==> src/sv/assert_macros.svh <==
// Assertion helpers shared by the RTL. Synthesis builds see empty bodies.
`ifndef ASSERT_MACROS_SVH
`define ASSERT_MACROS_SVH

`ifndef SYNTHESIS

// Same-cycle implication, checked on every rising edge outside reset.
`define PTC_ASSERT_IMPLY(lbl, clk, rst, ante, cons) \
  lbl: assert property (@(posedge clk) disable iff (rst) (ante) |-> (cons)) \
    else $error("pressure compensation assertion failed");

// Next-cycle implication.
`define PTC_ASSERT_NEXT(lbl, clk, rst, ante, cons) \
  lbl: assert property (@(posedge clk) disable iff (rst) (ante) |=> (cons)) \
    else $error("pressure compensation assertion failed");

`else

`define PTC_ASSERT_IMPLY(lbl, clk, rst, ante, cons)
`define PTC_ASSERT_NEXT(lbl, clk, rst, ante, cons)

`endif

`endif

==> src/sv/ptc_pkg.sv <==
package ptc_pkg;

  localparam int unsigned RAW_W   = 24;
  localparam int unsigned CAL_W   = 16;
  localparam int unsigned TEMP_W  = 19;
  localparam int unsigned PRES_W  = 26;
  localparam int unsigned DEPTH_W = 15;
  localparam int unsigned ADDR_W  = 5;
  localparam int unsigned DATA_W  = 32;

  localparam logic signed [19:0] TEMP_REF          = 20'sd2000;
  localparam logic [16:0]        SENS_BIAS         = 17'd30000;
  localparam logic [15:0]        DEPTH_SCALE_RESET = 16'd6703;
  localparam logic signed [19:0] TEMP_HI           = 20'sd200000;
  localparam logic signed [19:0] TEMP_LO           = -20'sd200000;
  localparam logic [14:0]        DEPTH_MAX         = 15'h7fff;
  localparam logic [42:0]        DEPTH_ROUND       = 43'd32768;

  typedef enum logic [2:0] {
    REG_CAL_SENS          = 3'd0,
    REG_CAL_OFFSET        = 3'd1,
    REG_CAL_SENS_TEMPCO   = 3'd2,
    REG_CAL_OFFSET_TEMPCO = 3'd3,
    REG_CAL_TEMP_REF      = 3'd4,
    REG_CAL_TEMP_SENS     = 3'd5,
    REG_ZERO_PRESSURE     = 3'd6,
    REG_DEPTH_SCALE       = 3'd7
  } reg_idx_t;

  typedef struct packed {
    logic [15:0]        cal_sens;
    logic [15:0]        cal_offset;
    logic [15:0]        cal_sens_tempco;
    logic [15:0]        cal_offset_tempco;
    logic [15:0]        cal_temp_ref;
    logic [15:0]        cal_temp_sens;
    logic signed [25:0] zero_pressure;
    logic [15:0]        depth_scale;
  } cfg_t;

  // First-order coefficients handed to the compensation stages.
  typedef struct packed {
    logic [23:0]        raw_pressure;
    logic signed [18:0] temp_delta;   // (dT * cal_temp_sens) >> 23
    logic [17:0]        temp_corr;    // (9 * dT^2) >> 34
    logic signed [38:0] offset;
    logic signed [36:0] sens;
  } coef_t;

  typedef struct packed {
    logic signed [18:0] temperature;
    logic signed [25:0] pressure;
  } comp_t;

endpackage

==> src/sv/ptc_cfg.sv <==
module ptc_cfg (
  input  logic                 clk,
  input  logic                 rst,
  input  logic                 psel,
  input  logic                 penable,
  input  logic                 pwrite,
  input  logic [4:0]           paddr,
  input  logic [31:0]          pwdata,
  output logic [31:0]          prdata,
  output logic                 pready,
  output ptc_pkg::cfg_t        cfg
);
  import ptc_pkg::*;

  reg_idx_t idx;
  logic     wr;

  assign idx    = reg_idx_t'(paddr[4:2]);
  assign wr     = psel && penable && pwrite && pready;
  assign pready = 1'b1;

  always_ff @(posedge clk) begin
    if (rst) begin
      cfg.cal_sens          <= '0;
      cfg.cal_offset        <= '0;
      cfg.cal_sens_tempco   <= '0;
      cfg.cal_offset_tempco <= '0;
      cfg.cal_temp_ref      <= '0;
      cfg.cal_temp_sens     <= '0;
      cfg.zero_pressure     <= '0;
      cfg.depth_scale       <= DEPTH_SCALE_RESET;
    end else if (wr) begin
      unique case (idx)
        REG_CAL_SENS:          cfg.cal_sens          <= pwdata[15:0];
        REG_CAL_OFFSET:        cfg.cal_offset        <= pwdata[15:0];
        REG_CAL_SENS_TEMPCO:   cfg.cal_sens_tempco   <= pwdata[15:0];
        REG_CAL_OFFSET_TEMPCO: cfg.cal_offset_tempco <= pwdata[15:0];
        REG_CAL_TEMP_REF:      cfg.cal_temp_ref      <= pwdata[15:0];
        REG_CAL_TEMP_SENS:     cfg.cal_temp_sens     <= pwdata[15:0];
        REG_ZERO_PRESSURE:     cfg.zero_pressure     <= $signed(pwdata[25:0]);
        REG_DEPTH_SCALE:       cfg.depth_scale       <= pwdata[15:0];
        default:               cfg.depth_scale       <= cfg.depth_scale;
      endcase
    end
  end

  always_comb begin
    unique case (idx)
      REG_CAL_SENS:          prdata = {16'h0000, cfg.cal_sens};
      REG_CAL_OFFSET:        prdata = {16'h0000, cfg.cal_offset};
      REG_CAL_SENS_TEMPCO:   prdata = {16'h0000, cfg.cal_sens_tempco};
      REG_CAL_OFFSET_TEMPCO: prdata = {16'h0000, cfg.cal_offset_tempco};
      REG_CAL_TEMP_REF:      prdata = {16'h0000, cfg.cal_temp_ref};
      REG_CAL_TEMP_SENS:     prdata = {16'h0000, cfg.cal_temp_sens};
      REG_ZERO_PRESSURE:     prdata = {{6{cfg.zero_pressure[25]}}, cfg.zero_pressure};
      REG_DEPTH_SCALE:       prdata = {16'h0000, cfg.depth_scale};
      default:               prdata = '0;
    endcase
  end

endmodule

==> config.mk <==
export PLATFORM = sky130hd
export DESIGN_NAME = ptc_cfg
export DESIGN_NICKNAME = d
export VERILOG_FILES = /design/src/sv/assert_macros.svh /design/src/sv/ptc_pkg.sv /design/src/sv/ptc_cfg.sv
export SDC_FILE = /design/constraint.sdc
export NUM_CORES = 1
export LEC_CHECK = 0
export ABC_AREA = 1
export BUFFER_PORTS_ARGS = -buffer_cell sky130_fd_sc_hd__buf_2
export CORE_MARGIN = 2
export CORE_UTILIZATION = 39
export DETAILED_ROUTE_END_ITERATION = 10
export SLEW_MARGIN = 5
export SYNTH_ARGS = -nofsm -noshare
export SYNTH_HDL_FRONTEND = slang
export SYNTH_SLANG_ARGS = --single-unit
==> constraint.sdc <==
create_clock -name clk -period 3 [get_ports clk]
set_clock_uncertainty 0.05 [all_clocks]
set_input_delay 0.3 -clock clk [delete_from_list [all_inputs] [get_ports clk]]
set_output_delay 0.3 -clock clk [all_outputs]
set_load 0.02 [all_outputs]
Word level (Yosys, flattened, before mapping)
Cells that the tools add are included.

Eq/ne operators: 7. Mux-type cells: 1. Reduce and logical (&&, ||, !) cells: 11.

Operator list (number): 32-bit one-hot mux with 8 select lines (1); 2-bit AND reduction (8); 3-bit == test, second input constant (4); 3-bit by 2-bit == test with 1-bit output, second input constant (2); 3-bit by 1-bit == test with 1-bit output, second input constant (1); 3-bit zero test (1); 1-bit logical AND (2).

Flip-flop bits (word level): 138. Input bits: 42. Output and inout bits: 171. Logic and storage cells: 27.

Longest topological paths before layout
Gate-level depths: netlist (run 1).

Word-level depth: 3. Depth in mapped cells: 8. Depth with buffers taken out: 6.

Worst setup path after synthesis (run 1)
Ideal clock, no wire load.

Path kind: input-to-output. Start: input port paddr[2]. End: output port prdata[26]. Data arrival time: 1.648 ns. Data required time: 2.650 ns. Slack: 1.002 ns. Stages on the path: 6. Buffers on the path: 3. Cell sequence: buf_4 -> inv_4 -> nand3_4 -> clkbuf_1 -> nor2_1 -> buf_4.

Word-level cells in the longest chain between the ends: 2. Elaborated cells on any way between the ends: 9. Classes of those cells: 7 x eq/ne; 1 x mux; 1 x reduce/logical.

Ends and longest elaborated chain: start: declaration (RTL line ptc_cfg.sv:7) `input logic [4:0] paddr,`; 3-bit == test, or another cell as far along (RTL line ptc_cfg.sv:48) `unique case (idx)`; 32-bit one-hot mux with 8 select lines (*) (RTL line ptc_cfg.sv:48); end: declaration (RTL line ptc_cfg.sv:9) `output logic [31:0] prdata,`.

Mark *: on every way between the ends. The rest lies on a longest branch, timed or not.

Worst setup path in the final report (run 1)
Start: input port paddr[2]. End: output port prdata[30].

Same word-level chain as after synthesis.

==> impl_metrics.yaml, run 1 <==
final_layout:
  fin_cells: 1307
  reg_top3: "cfg (138)"
  fillers: 1717
  largest_register_ffs: 138
  diodes: 0
  nets: 1116
  register_area_um2: 2760
  max_flop_register: "cfg"
  area_growth_pct: 21.8
  multi_input_area_um2: 3210
  layout-drive-gt1-share_pct: 24.9
power_and_ir_drop:
  total_leakage_power_nw: 3.86
  sequentialPowerShare_pct: 42.0
  p_int_mw: 3.30
  ir_drop_v: 0.000430
  pwr-share-comb_pct: 8.4
  power.switching_mw: 1.18
  power.total_mw: 4.48
  swShare_pct: 26.4
  p_clk_share_pct: 49.6
  power_density_nw_per_um2: 551
synth:
  avgSynthCellArea_um2: 7.09
  synth_cell_type_count: 24
  synth_edf_count: 0
  netlist_area_um2: 6670
  post-synth-top-count-cell: "nor2_1"
  synthCells: 940
  synthTopCellsByCount: "nor2_1, dfxtp_1, o21ai_0, nor3_1, nand2_1"
  synth_top_area_share_pct: 41.4
  yosys_warnings: 0
  synth_fp_nets: 982
  yosys.area.top_type: "dfxtp_1"
  synthArstFlopShare_pct: 0
  synth_ff_type: "dfxtp_1"
  seq_area_frac_synth_pct: 41.4
  synth.top_cells.by_area: "dfxtp_1, nor2_1, o21ai_0"
  synth-seq-cells: 138
floorplan:
  rows: 47
  io_pins: 213
  dieArea_um2: 18200
  fp.dieH_um: 135
  start_util_pct: 40.1
  die_w_um: 135
  core_um2: 16600
placed_design:
  gp_congestion: 0.929
  dp_cells: 1275
  portBuffers: 203
  pre_cts_ws_ns: 0.601
  hpwlAfterDp_mm: 17.8
timing:
  setup_viol: 0
  clock.fmax_ghz: 0.416
  holdWs_ns: 0.0543
  max-slew-margin-rel_pct: 47.8
  drv_slew: 0
  setup_slack_ns: 0.597
  rsz0062_at_grt: "no"
  period_needed_ns: 2.40
  hold_viol: 0
  min_period_over_period_pct: 80.1
  tightest_slew_ns: 0.782
  fin_tns_setup_ns: 0
clock_tree:
  ctsHoldBuffers: 0
  cts_root_buf: "clkbuf_16"
  cts_resized: 0
  insertion_delay_ns: 0.42
  cts_tree: "built"
  htreeDepth: 4
  post_cts_buffers: 0
  clkTransAtPathRegs_ns: 0.06
  clock_path_buffers: 2
  cts_buffers: 17
  clock_sinks: 138
global_route:
  antenna_found_initial: 0
  grt_usage_pct: 28.2
  gr-total-overflow: 0
  grt_pass1_wl_mm: 38.0
  grt_max_degree: 58
  grt_pass1_vias: 6175
critical_path:
  end_kind: "output pin"
  reg2reg_from: "cfg[137]"
  path_max_fanout: 53
  crit_path_start_kind: "input port"
  reg2reg_depth: 2
  worstPathArrival_ns: 2.05
  rrSetupSlack_ns: 2.21
  timing_worst_setup_path_type: "in2out"
  startpoint: "paddr[2]"
  critPathCapture: "prdata[30]"
  required_ns: 2.65
  r2r-end: "cfg[137]"
routing:
  first_iter_violations: 671
  ant_nets: 0
  vias_per_cell: 5.46
  vias: 7136
  wl_per_cell_um: 20.1
  wl_mm: 26.3
  drc: 0
  first_pass_iters: 5
min_path:
  hold_start: "pwdata[20]"
  min_path_type: "in2reg"
  hold_path_depth: 3
outcome:
  status: "finished, final reports clean"
job:
  cap_violations: 0
-- cells by family (layout without fill, tap and decap cells) --
family / after synthesis / in the layout / synth area share (%)
simple gates: 539 / 539 / 38.2
flops: 138 / 138 / 41.4
buf+inv: 132 / 279 / 10.5
compound gates: 130 / 130 / 9.76
other cells: 1 / 1 / 0.0562
-- cell usage in the layout (no fill, tap or decap), types with 6 or more instances in the layout --
| cell | netlist | final |
|---|---|---|
| clkbuf_16 | 0 | 17 |
| nor2_1 | 197 | 197 |
| nand4_1 | 65 | 65 |
| buf_2 | 24 | 203 |
| nor2_4 | 8 | 8 |
| nor3_1 | 122 | 122 |
| inv_1 | 28 | 27 |
| o21ai_0 | 124 | 124 |
| o21ai_1 | 6 | 6 |
| dfxtp_1 | 138 | 138 |
| nand2_1 | 96 | 96 |
| nand3_1 | 40 | 40 |
| buf_4 | 11 | 9 |
-- metrics by stage --
stage	util (%)	area, µm²
after global routing	48.8	8130
after global placement	45.1	7500
after detailed placement	45.1	7500
final	48.8	8130
after floorplan	-	6670
after CTS	48.8	8130
-- area by class of cell --
class	instances	area share (%)
tap	220	3.39
timing repair buffer	214	13.8
multi-input combinational	670	39.5
clock inverter	13	2.06
clock buffer	19	5.57
sequential	138	34.0
inverter	33	1.62
-- worst max-delay path, stage by stage --
cell and delay, ns:
buf_2 0.28, inv_4 0.27, nand3_4 0.48, nor2_1 0.45, buf_2 0.23
-- per-layer routing --
layer  track usage [%]  wire, µm  up-vias
li1                  -         -     3442
met1              39.6     11500     3261
met2              42.5     11500      379
met3              6.38      2360       54
met4              10.5       879        0
met5                 0         0        -
-- worst min path at each step --
| stage | to | slack (ns) |
|---|---|---|
| after floorplan | cfg[32] | 0.39 |
| after global placement | cfg[11] | 0.43 |
| after detailed placement | cfg[1] | 0.43 |
| after CTS | cfg[36] | 0.05 |
| after global routing | cfg[36] | 0.06 |
| final | cfg[36] | 0.05 |
-- power by group through the flow --
stage | registers [mW] | clock network (mW) | logic, mW
after floorplan | 1.94 | 0 | 0.222
after global placement | 1.92 | 0 | 0.369
after detailed placement | 1.92 | 0 | 0.369
after CTS | 1.88 | 2.22 | 0.370
after global routing | 1.88 | 2.30 | 0.400
final | 1.88 | 2.22 | 0.376
No activity file was read; power rests on OpenSTA's default activity.
==> run 2, diff against run 1 <==
==> constraint.sdc (replaced) <==
create_clock -name clk -period 2.4 [get_ports clk]
set_clock_uncertainty 0.05 [all_clocks]
set_input_delay 0.24 -clock clk [delete_from_list [all_inputs] [get_ports clk]]
set_output_delay 0.24 -clock clk [all_outputs]
set_load 0.02 [all_outputs]
==> run 2 against run 1 <==
Effect of this change: via count grew 1.5%; design area grew 0.95%; die area is the same; total power grew 25%; global-route usage grew 0.19 points; largest power group unchanged.
==> impl_metrics.yaml, run 2 (synthesis results as in run 1) <==
outcome:
  status: "finished, final reports clean"
timing:
  rsz0062_at_grt: "no"
  clock.fmax_ghz: 0.488
  hold_viol: 0
  setup_slack_ns: 0.350
  fin_tns_setup_ns: 0
  min_period_over_period_pct: 85.4
  drv_slew: 0
  setup_viol: 0
  tightest_slew_ns: 0.610
  max-slew-margin-rel_pct: 59.3
  period_needed_ns: 2.05
global_route:
  grt_max_degree: 139
  grt_pass1_vias: 6316
  antenna_found_initial: 0
  grt_pass1_wl_mm: 38.4
  grt_usage_pct: 28.4
  use_met2_pct: 42.4
  grt_util_met1_pct: 39.5
  grtUsageMet3_pct: 4.92
  gr-total-overflow: 0
  busiest_layer: "met2"
routing:
  first_iter_violations: 906
  wl_per_cell_um: 20.0
  ant_nets: 0
  drc: 0
  first_pass_iters: 6
  vias: 7241
  wl_mm: 26.3
  vias_per_cell: 5.50
min_path:
  min_path_type: "in2reg"
final_layout:
  largest_register_ffs: 138
  diodes: 0
  reg_top3: "cfg (138)"
  max_flop_register: "cfg"
  fin_cells: 1317
  area_growth_pct: 23.0
  final_common_cell: "buf_2"
  layout_common_cells: "buf_2, nor2_1, dfxtp_1"
  layout-drive-gt1-share_pct: 25.2
  nets: 1126
placed_design:
  portBuffers: 203
  hpwlAfterDp_mm: 17.7
  dp_cells: 1281
  pre_cts_ws_ns: 0.379
  gp_congestion: 0.902
clock_tree:
  cts_buffers: 17
  clock_path_buffers: 2
  insertion_delay_ns: 0.43
  cts_root_buf: "clkbuf_16"
  clkTransAtPathRegs_ns: 0.06
  htreeDepth: 4
  post_cts_buffers: 0
  clock_sinks: 138
  cts_tree: "built"
critical_path:
  end_kind: "output pin"
  crit_path_start_kind: "input port"
  path_max_fanout: 31
  timing_worst_setup_path_type: "in2out"
  required_ns: 2.11
  worstPathArrival_ns: 1.76
floorplan:
  fp.dieH_um: 135
  rows: 47
  die_w_um: 135
  core_um2: 16600
  dieArea_um2: 18200
  io_pins: 213
  start_util_pct: 40.1
power_and_ir_drop:
  ir_drop_v: 0.000558
  total_leakage_power_nw: 3.91
  power.total_mw: 5.58
  power_density_nw_per_um2: 680
job:
  cap_violations: 0
-- run 2: cell types whose count changed in the layout (fill, tap and decap cells not counted) --
cell,previous run,this run
clkbuf_8,2,3
inv_6,3,2
dlygate4sd3_1,0,4
clkbuf_1,0,1
buf_4,9,15
clkinv_4,2,1
clkinvlp_4,5,2
clkinv_2,1,4
-- run 2: layer usage --
| layer | wire length, µm | vias to the layer above |
|---|---|---|
| li1 | - | 3443 |
| met1 | 11200 | 3349 |
| met2 | 11700 | 395 |
| met3 | 2190 | 54 |
| met4 | 1190 | 0 |
| met5 | 0 | - |
-- run 2: final timing paths --
check                                 from        end  slack (ns)  depth (start not counted)
worst max register to register     cfg[19]    cfg[19]        1.63                          2
worst min-delay path            pwdata[22]    cfg[38]       0.005                          3
worst min register to register      cfg[3]     cfg[3]        0.46                          2
worst max-delay path              paddr[4]  prdata[1]        0.35                          8
-- run 2: area by class of cell --
cell class | instances | area (µm²)
Clock buffer | 21 | 470
Clock inverter | 11 | 143
Fill cell | 1746 | 8440
Inverter | 33 | 131
Multi-Input combinational cell | 670 | 3210
Sequential cell | 138 | 2760
Tap cell | 220 | 275
Timing Repair Buffer | 224 | 1210
-- run 2: stage by stage --
| step | hold WS, ns | instance area [µm²] | utilization (%) |
|---|---|---|---|
| after floorplan | 0.332 | 6670 | - |
| after CTS | 0.000454 | 8200 | 49.3 |
| after global placement | 0.422 | 7550 | 45.4 |
| after global routing | 0.0142 | 8200 | 49.3 |
| after detailed placement | 0.427 | 7550 | 45.4 |
| final | 0.00502 | 8200 | 49.3 |
-- run 2: worst max-delay path: stages --
cell and delay, ns:
buf_2 0.30, inv_6 0.19, nor2_4 0.41, nand2_1 0.09, nand2_1 0.15, nor2_1 0.07
nand3_1 0.12, buf_2 0.18
-- run 2: repair_timing --
action,CTS,global route
gates resized for setup,0,0
hold buffers,4,0
hold endpoints to repair,4,0
setup endpoints to repair,0,0
-- run 2: power by group --
part	switching (mW)	internal, mW	total (mW)	leakage (nW)
clock network	1.04	1.71	2.75	0.299
registers	0.0284	2.32	2.35	1.11
logic	0.365	0.113	0.478	2.50
total	1.43	4.15	5.58	3.91
==> run 3, diff against run 2 <==
--- a/config.mk
+++ b/config.mk
@@ -5,11 +5,11 @@
 export SDC_FILE = /design/constraint.sdc
 export NUM_CORES = 1
 export LEC_CHECK = 0
-export ABC_AREA = 1
-export BUFFER_PORTS_ARGS = -buffer_cell sky130_fd_sc_hd__buf_2
+export BUFFER_PORTS_ARGS = -buffer_cell sky130_fd_sc_hd__buf_4
 export CORE_MARGIN = 2
 export CORE_UTILIZATION = 39
 export DETAILED_ROUTE_END_ITERATION = 10
+export PLACE_DENSITY = 0.66
 export SLEW_MARGIN = 5
 export SYNTH_ARGS = -nofsm -noshare
 export SYNTH_HDL_FRONTEND = slang
==> run 3 against run 2 <==
Effect of this change: fmax rose by 1.1%; critical endpoint unchanged; sequential cell count did not move; sequential power barely moved.
==> impl_metrics.yaml, run 3 <==
final_layout:
  reg_top3: "cfg (138)"
  largest_register_ffs: 138
  diodes: 0
  fin_cells: 1206
  layout-drive-gt1-share_pct: 27.2
  fillers: 1551
  layout_common_cells: "nand2_1, buf_4, dfxtp_1"
  final_common_cell: "nand2_1"
  nets: 1019
  max_flop_register: "cfg"
  final_core_util_pct: 53.2
  area_growth_pct: 33.8
timing:
  setup_viol: 0
  max-slew-margin-rel_pct: 52.8
  hold_viol: 0
  holdWs_ns: 0.0152
  min_period_over_period_pct: 84.5
  fin_tns_setup_ns: 0
  rsz0062_at_grt: "no"
  clock.fmax_ghz: 0.493
  tightest_slew_ns: 0.708
  period_needed_ns: 2.03
  drv_slew: 0
critical_path:
  end_kind: "output pin"
  timing_worst_setup_path_type: "in2out"
  path_cells: "buf_4 > buf_4 > and2_1 > a22o_1 > a22oi_1 > a21oi_1 > buf_4"
  path_max_fanout: 26
  crit_cells: 7
  critPathCapture: "prdata[1]"
  crit_path_top_delay_cell: "buf_4"
  startpoint: "paddr[2]"
  required_ns: 2.11
  crit_buf_inv: 3
  cpLargestDelayFamily: "buffers and inverters"
  reg2reg_depth: 2
  crit_top_cell: "buf_4"
  rrSetupSlack_ns: 1.67
  worstPathArrival_ns: 1.74
  crit_path_start_kind: "input port"
  reg2reg_from: "cfg[50]"
  cpPeakStageDelay_ns: 0.31
  r2r-end: "cfg[50]"
floorplan:
  io_pins: 213
  die_w_um: 131
  rows: 46
  fp.dieH_um: 131
  dieArea_um2: 17200
  core_um2: 15800
  start_util_pct: 39.8
power_and_ir_drop:
  power_density_nw_per_um2: 657
  total_leakage_power_nw: 3.38
  ir_drop_v: 0.000479
global_route:
  grt_usage_pct: 24.1
  grt_pass1_wl_mm: 31.3
  grt_pass1_vias: 5692
  antenna_found_initial: 0
  grt_max_degree: 56
  gr-total-overflow: 0
routing:
  drc: 0
  wl_met1_mm: 8.67
  top_layer: "met4"
  wl_per_cell_um: 17.7
  routed-wl-met2_mm: 10.6
  vias: 6302
  wl_met3_mm: 1.58
  first_iter_violations: 483
  wl_mm: 21.3
  first_pass_iters: 5
  vias_per_cell: 5.23
  ant_nets: 0
synth:
  synth_cell_type_count: 34
  yosys_warnings: 0
  synth_ff_type: "dfxtp_1"
  synth_fp_nets: 859
  seq_area_frac_synth_pct: 43.9
  synthTopCellsByCount: "nand2_1, dfxtp_1, a21oi_1, buf_2, nor2_1"
  netlist_area_um2: 6290
  synthMuxAreaShare_pct: 2.58
  synth_top_family_by_area: "simple AND/OR/NAND/NOR gates"
  synth.top_cells.by_area: "dfxtp_1, nand2_1, a21oi_1"
  synth_top_area_share_pct: 43.9
  avgSynthCellArea_um2: 7.70
  synthArstFlopShare_pct: 0
  synthAdderAreaFrac_pct: 0
  synthXorXnorAreaFrac_pct: 0
  synthCells: 817
  post-synth-top-count-cell: "nand2_1"
  synth_edf_count: 0
  yosys.area.top_type: "dfxtp_1"
  synth_compound_area_share_pct: 19.4
  synth-seq-cells: 138
  synth_simple_gate_area_share_pct: 26.2
placed_design:
  gp_congestion: 0.850
  portBuffers: 203
  dp_cells: 1170
  hpwlAfterDp_mm: 15.2
clock_tree:
  post_cts_buffers: 0
  ctsHoldBuffers: 4
  clock_path_buffers: 2
  cts_tree: "built"
  clock_sinks: 138
  htreeDepth: 4
  cts_resized: 0
  cts_root_buf: "clkbuf_16"
  cts_buffers: 17
  clkTransAtPathRegs_ns: 0.06
  insertion_delay_ns: 0.42
min_path:
  min_path_type: "in2reg"
job:
  cap_violations: 0
outcome:
  status: "finished, final reports clean"
[run 3: kinds of logic (layout without fill, tap and decap cells)]
family / count (synthesis) / count (layout)
AND/OR/NAND/NOR: 370 / 370
AO/OA/AOI/OAI: 198 / 198
flip-flops: 138 / 138
buffers and inverters: 94 / 267
multiplexers: 16 / 16
other: 1 / 1
[run 3: how the worst min path moves through the flow]
stage	start	to	slack [ns]	cells past startpoint
5_1_grt	pwdata[18]	cfg[34]	0.02	3
2_1_floorplan	pwdata[16]	cfg[32]	0.33	2
6_report	pwdata[18]	cfg[34]	0.02	3
3_3_place_gp	cfg[6]	cfg[6]	0.41	2
3_5_place_dp	cfg[32]	cfg[32]	0.41	2
4_1_cts	pwdata[24]	cfg[40]	0.003	3
[run 3: metrics by stage]
stage	power, mW	worst slack (ns)	cell area [µm²]
2_1_floorplan	2.64	0.570	6290
3_3_place_gp	2.80	0.358	7760
3_5_place_dp	2.81	0.384	7760
4_1_cts	5.56	0.380	8420
5_1_grt	5.68	0.299	8420
6_report	5.53	0.372	8420
[run 3: power by group]
group / total (mW) / switching [mW] / internal, mW
registers: 2.32 / 0.0153 / 2.31
logic: 0.441 / 0.284 / 0.157
clock network: 2.77 / 1.01 / 1.75
[run 3: routing by layer]
layer / vias up / GRT usage [%]
met4: 0 / 8.32
met3: 32 / 5.42
met2: 273 / 41.8
met5: - / 0
li1: 3047 / -
met1: 2950 / 29.6
[run 3: layout make-up]
type,count,area [µm²],area share (%)
multi-input cells,585,3040,36.1
inverters,14,52.6,0.624
repair buffers,221,1680,20.0
clock buffers,19,443,5.26
well taps,216,270,3.21
clock inverters,13,175,2.08
flip-flops and latches,138,2760,32.8
[run 3: worst min-delay path, delay by kind of cell]
| family | cells | cell delay (ns) |
|---|---|---|
| buf+inv | 1 | 0.11 |
| simple gates | 1 | 0.05 |
| compound gates | 1 | 0.05 |
